--- config.mk ---
export PLATFORM = sky130hd
export DESIGN_NAME = sss_ctrl
export DESIGN_NICKNAME = d
export VERILOG_FILES = /design/src/hdl/sss_pkg.sv /design/src/hdl/sss_ctrl.sv
export SDC_FILE = /design/constraint.sdc
export NUM_CORES = 1
export LEC_CHECK = 0
export ABC_CLOCK_PERIOD_IN_PS = 1100
export BUFFER_PORTS_ARGS = -buffer_cell sky130_fd_sc_hd__buf_2
export CAP_MARGIN = 20
export CORE_AREA = 2 2 39 41
export DETAILED_ROUTE_END_ITERATION = 12
export DIE_AREA = 0 0 41 43
export MAX_ROUTING_LAYER = met4
export PLACE_DENSITY = 0.4
export SLEW_MARGIN = 20
export SYNTH_ARGS = -nofsm -noshare
export SYNTH_HDL_FRONTEND = slang
export SYNTH_SLANG_ARGS = --single-unit
--- constraint.sdc ---
create_clock -name aclk -period 1.1 [get_ports aclk]
set_input_delay 0.055 -clock aclk [delete_from_list [all_inputs] [get_ports aclk]]
set_output_delay 0.055 -clock aclk [all_outputs]
set_load 0.05 [all_outputs]
--- src/hdl/sss_pkg.sv ---
`timescale 1ns / 1ps
// ----------------------------------------------------------------------------
// Sinusoid sum synthesizer package
// Shared constants, controller/datapath interface types and the quarter-wave
// sine entry function used to build the lookup table at elaboration.
// ----------------------------------------------------------------------------
package sss_pkg;

    localparam int IDX_W    = 6;
    localparam int FREQ_W   = 32;
    localparam int AMP_W    = 16;
    localparam int OFFS_W   = 32;
    localparam int TIME_W   = 32;
    localparam int COUNT_W  = 7;
    localparam int ELEV_W   = 22;
    localparam int SINE_W   = 15;
    localparam int ELEV_MAX = 2097151;
    localparam int ELEV_MIN = -2097152;
    localparam int ENTRY_W  = FREQ_W + AMP_W + OFFS_W;

    // Commands from the controller to the datapath
    typedef struct packed {
        logic load_item;
        logic ram_write;
        logic start;
        logic issue;
        logic load_result;
    } sss_cmd_t;

    // Status from the datapath to the controller
    typedef struct packed {
        logic item_sample;
        logic count_zero;
        logic issue_last;
        logic pipe_empty;
    } sss_status_t;

    // Quarter-wave sine entry k of a 2^table_bits table, Q30 Taylor series
    // scaled to 32767 with rounding.
    function automatic logic [SINE_W-1:0] sine_entry(input int unsigned table_bits,
                                                     input int unsigned k);
        logic        [63:0] x;
        logic        [63:0] term;
        logic signed [63:0] sum;
        logic        [63:0] v;
        int unsigned        n;
        x    = (64'd1686629713 * 64'(k)) >> table_bits;
        term = x;
        sum  = $signed(x);
        for (n = 1; n <= 8; n++) begin
            term = (((term * x) >> 30) * x) >> 30;
            case (n)
                1:       term = term / 64'd6;
                2:       term = term / 64'd20;
                3:       term = term / 64'd42;
                4:       term = term / 64'd72;
                5:       term = term / 64'd110;
                6:       term = term / 64'd156;
                7:       term = term / 64'd210;
                default: term = term / 64'd272;
            endcase
            if (n[0]) begin
                sum = sum - $signed(term);
            end else begin
                sum = sum + $signed(term);
            end
        end
        if (sum < 0) begin
            sum = 64'sd0;
        end
        v = ($unsigned(sum) * 64'd32767 + (64'd1 << 29)) >> 30;
        if (v > 64'd32767) begin
            v = 64'd32767;
        end
        return v[SINE_W-1:0];
    endfunction

endpackage

--- src/hdl/sss_ctrl.sv ---
`timescale 1ns / 1ps
// ----------------------------------------------------------------------------
// Sinusoid sum synthesizer controller
// Sequences table writes and per-sample component sweeps, and owns the
// result valid flag.
// ----------------------------------------------------------------------------
module sss_ctrl
    import sss_pkg::*;
(
    input  logic        aclk,
    input  logic        aresetn,
    input  logic        s_valid,
    output logic        s_ready,
    output logic        m_valid,
    input  logic        m_ready,
    output sss_cmd_t    cmd,
    input  sss_status_t status
);

    localparam logic [2:0] ST_IDLE   = 3'd0;
    localparam logic [2:0] ST_DECODE = 3'd1;
    localparam logic [2:0] ST_RUN    = 3'd2;
    localparam logic [2:0] ST_DRAIN  = 3'd3;
    localparam logic [2:0] ST_FINISH = 3'd4;

    logic [2:0] state_reg;
    logic [2:0] state_next;
    logic       m_valid_reg;
    logic       m_valid_next;

    // Next state and commands
    always_comb begin
        state_next = state_reg;
        cmd        = '0;
        s_ready    = 1'b0;
        case (state_reg)
            ST_IDLE: begin
                s_ready = 1'b1;
                if (s_valid) begin
                    cmd.load_item = 1'b1;
                    state_next    = ST_DECODE;
                end
            end
            ST_DECODE: begin
                if (status.item_sample) begin
                    cmd.start  = 1'b1;
                    state_next = ST_RUN;
                end else begin
                    cmd.ram_write = 1'b1;
                    state_next    = ST_IDLE;
                end
            end
            ST_RUN: begin
                if (status.count_zero) begin
                    state_next = ST_DRAIN;
                end else begin
                    cmd.issue = 1'b1;
                    if (status.issue_last) begin
                        state_next = ST_DRAIN;
                    end
                end
            end
            ST_DRAIN: begin
                if (status.pipe_empty) begin
                    state_next = ST_FINISH;
                end
            end
            ST_FINISH: begin
                if (!m_valid_reg || m_ready) begin
                    cmd.load_result = 1'b1;
                    state_next      = ST_IDLE;
                end
            end
            default: begin
                state_next = ST_IDLE;
            end
        endcase
    end

    // Hold the result valid until the transaction completes
    always_comb begin
        m_valid_next = m_valid_reg;
        if (cmd.load_result) begin
            m_valid_next = 1'b1;
        end else if (m_ready) begin
            m_valid_next = 1'b0;
        end
    end

    always_ff @(posedge aclk) begin
        if (!aresetn) begin
            state_reg   <= ST_IDLE;
            m_valid_reg <= 1'b0;
        end else begin
            state_reg   <= state_next;
            m_valid_reg <= m_valid_next;
        end
    end

    assign m_valid = m_valid_reg;

endmodule

# Word-level counts from Yosys, hierarchy flattened
# Index checks and enable logic that the tools add are counted.
op_classes:
  n_eq_ne: 8
  muxes: 19
  reduce_logical: 5
op_table:
  columns: ["operator", "count"]
  rows:
  - ["3-bit two-way mux", 5]
  - ["3-bit case mux with 5 select lines", 1]
  - ["1-bit two-way mux", 11]
  - ["3-bit by 2-bit equality test with 1-bit output, second input constant", 2]
  - ["2-bit inequality test, second input constant", 3]
  - ["2-bit two-way mux", 2]
  - ["4-bit AND reduction", 1]
  - ["3-bit by 1-bit equality test with 1-bit output, second input constant", 1]
  - ["3-bit equality test, second input constant", 1]
  - ["3-bit zero test", 1]
  - ["3-bit inequality test, second input constant", 1]
  - ["2-bit nonzero test", 1]
  - ["1-bit zero test", 1]
  - ["1-bit logical OR", 1]
word_totals:
  ff_bits: 4
  output_inout_bits: 7

# Logic depth before layout (Yosys ltp)
depth:
  ltp_word: 5
  mapped_depth: 4
  ltp_nobuf: 3

# Least setup slack after synthesis
# No wires, ideal clock.
synth_timing:
  path_type: "register to output"
  from: "register state_reg[1]"
  to: "output cmd[4] (netlist name)"
  arrival_time_ps: 2069
  required_time_ps: 1045
  setup_slack_ps: -1024
  path_stages_with_launch: 3
  n_path_buf: 0
  path_cell_list: "dfxtp_1 > nor3_1 > and2_1"
synth_rtl:
  columns: ["item", "line", "source"]
  rows:
  - ["from (decl)", "sss_ctrl.sv:26", "logic [2:0] state_reg;"]
  - ["from (signal assigned)", "sss_ctrl.sv:95", "state_reg <= state_next;"]
  - ["to (decl)", "sss_ctrl.sv:16", "output sss_cmd_t cmd,"]

==> flow_summary.ini <==
[outcome]
status = finished with violations
violations = setup timing

[cts]
cts-root-buf = clkbuf_4
cts_buffer_depth = 2
clk_latency_ns = 0.24
clock-sinks = 4
cts_buffers = 3
h-tree-depth = 1
clk_pin_slew_ns = 0.04
cts_hold_buf = 0
cts_tree = done

[logic_synthesis]
yosysSeqAreaShare_pct = 30.62
synth-edff-count = 0
ys_top_cells_by_count = dfxtp_1 (4), nor2b_1 (4)
synth_cell_type_count = 18
synth_cells = 29
synthAdderAreaFrac_pct = 0
synth_xor_xnor_area_share_pct = 0
synth_mux_area_share_pct = 0
synth_flop_cell = dfxtp_1
synth-compound-area-share_pct = 16.75
synth_warnings = 0
yosysTopAreaCell = dfxtp_1
syn_nets = 37
synth_top_cell_area_share_pct = 30.62
yosys.area_share.simple_pct = 45.45
syn_area_um2 = 261.5
ys_top_cells_by_area = dfxtp_1 (31%), nor2b_1 (9.6%), a32o_1 (7.7%)
synth-seq-cells = 4
synth_top_family_by_area = simple AND/OR/NAND/NOR gates
synth_async_sr_flop_share_pct = 0
synth_area_per_cell_um2 = 9.017

[timing]
rsz0062_at_grt = yes
finalCritPeriodShare_pct = 110.9
setup_viol = 6
hold_viol = 0
min_period_ns = 1.220
skew_ns = 0.002304
tightestPinTransition_ns = 0.3087
setup_ws_ns = -0.1197
fin_hold_ws_ns = 0.06742
slew_violations = 0
setup-tns-final_ns = -0.6030
fmax_ghz = 0.8199
slew_headroom_pct = 79.38

[cells_and_area]
fin_cells = 69
postLayoutCoreUtil_pct = 40.14
drive_gt1_share_pct = 73.58
largest_reg_flops = 3
fillCellCount = 150
diodes = 0
fin_area_um2 = 555.5
area_delta_synth_final_pct = 112.4
layout.nets = 63

[global_route]
track_usage_pct = 10.09
grt_max_degree = 9
grt_pass1_vias = 279
antenna_found_initial = 0
gr-total-overflow = 0
grt_pass1_wl_um = 1138

[placement]
dpl_cell_area_um2 = 440.4
gp_congestion = 0.6631
dp_slack_ns = -0.07854
port_buffers = 14
hpwl_um = 550.9
placedCellCount = 63

[detailed_routing]
vias = 306
drt_iter0_drc = 4
finalWirelength_um = 779
firstDrtPassIters = 2
viasPerCell = 4.435
drc_errors = 0
wl_per_cell_um = 11.29
ant_nets = 0

[min_path]
hold_class = input port to register

[floorplanning]
io_pins = 15
die_area_um2 = 1763
core_um2 = 1384
dieHeight_um = 43
initial_core_util_pct = 18.90
num_rows = 14
die_x_um = 41

[critical_path]
required_ns = 1.04
end_kind = output pin
critPathMaxFanout = 6
arrival_ns = 1.16
start_kind = register
criticalPathCategory = register to output pin

[power]
ir_worst_vdd_mv = 0.3868
powerDensity_nw_per_um2 = 1018
p_leak_nw = 0.2316
finalPower_mw = 0.5657

[job]
maxCapViolCount = 0
-- power by group --
| part | leakage [nW] | switching, mW | internal, mW |
|---|---|---|---|
| sequential | 0.0350 | 0.0193 | 0.152 |
| clock | 0.0138 | 0.0713 | 0.123 |
| combinational | 0.183 | 0.102 | 0.0981 |
-- area by class of cell --
class | instances | area (um2) | area share [%]
sequential | 4 | 90.09 | 16.22
clock buffer | 3 | 22.52 | 4.054
timing repair buffer | 23 | 198.9 | 35.81
multi-input combinational | 23 | 224.0 | 40.32
tap | 16 | 20.02 | 3.604
-- critical path, stage by stage (launching register included) --
cell     delay (ns)
dfxtp_4        0.37
buf_12         0.14
nor4b_4        0.22
buf_6          0.19
-- layout by cell type (no fill, tap or decap), drive strengths merged --
cell type  netlist  final
buf              2     23
nor2b            4      4
dfxtp            4      4
clkbuf           0      3
nor3             2      2
nor2             2      2
a32o             2      2
nand2b           2      2
and2             2      2
nand2            2      2
nor3b            1      1
and4bb           1      1
nor4b            1      1
o21a             1      1
o2bb2ai          1      1
nand3b           1      1
a21boi           1      1
-- cells by family after synthesis --
family | count (synthesis)
AND/OR/NAND/NOR | 18
AO/OA/AOI/OAI | 5
flip-flops | 4
buffers and inverters | 2
-- final timing paths --
path | start | end | slack, ns | cells past startpoint
worst max-delay path | state_reg[1] | cmd[3] | -0.12 | 3
worst min register to register | state_reg[1] | state_reg[1] | 0.54 | 2
worst min-delay path | aresetn | m_valid | 0.07 | 2
worst max register to register | state_reg[2] | state_reg[0] | 0.02 | 5
-- routing by layer --
layer / vias to the layer above / global-route usage (%) / wire length [um]
met1: 142 / 10.65 / 314
li1: 154 / - / -
met3: 0 / 3.665 / 56
met2: 10 / 14.37 / 408
met5: - / - / 0
met4: 0 / 8.000 / 0
-- what timing repair did --
item	CTS	global route
pin swaps	4	1
setup buffers	3	0
endpoints found under the hold margin	0	0
setup endpoints to repair	7	7
gates resized for setup	20	2
Note: power is estimated with default switching activity, not from simulation.
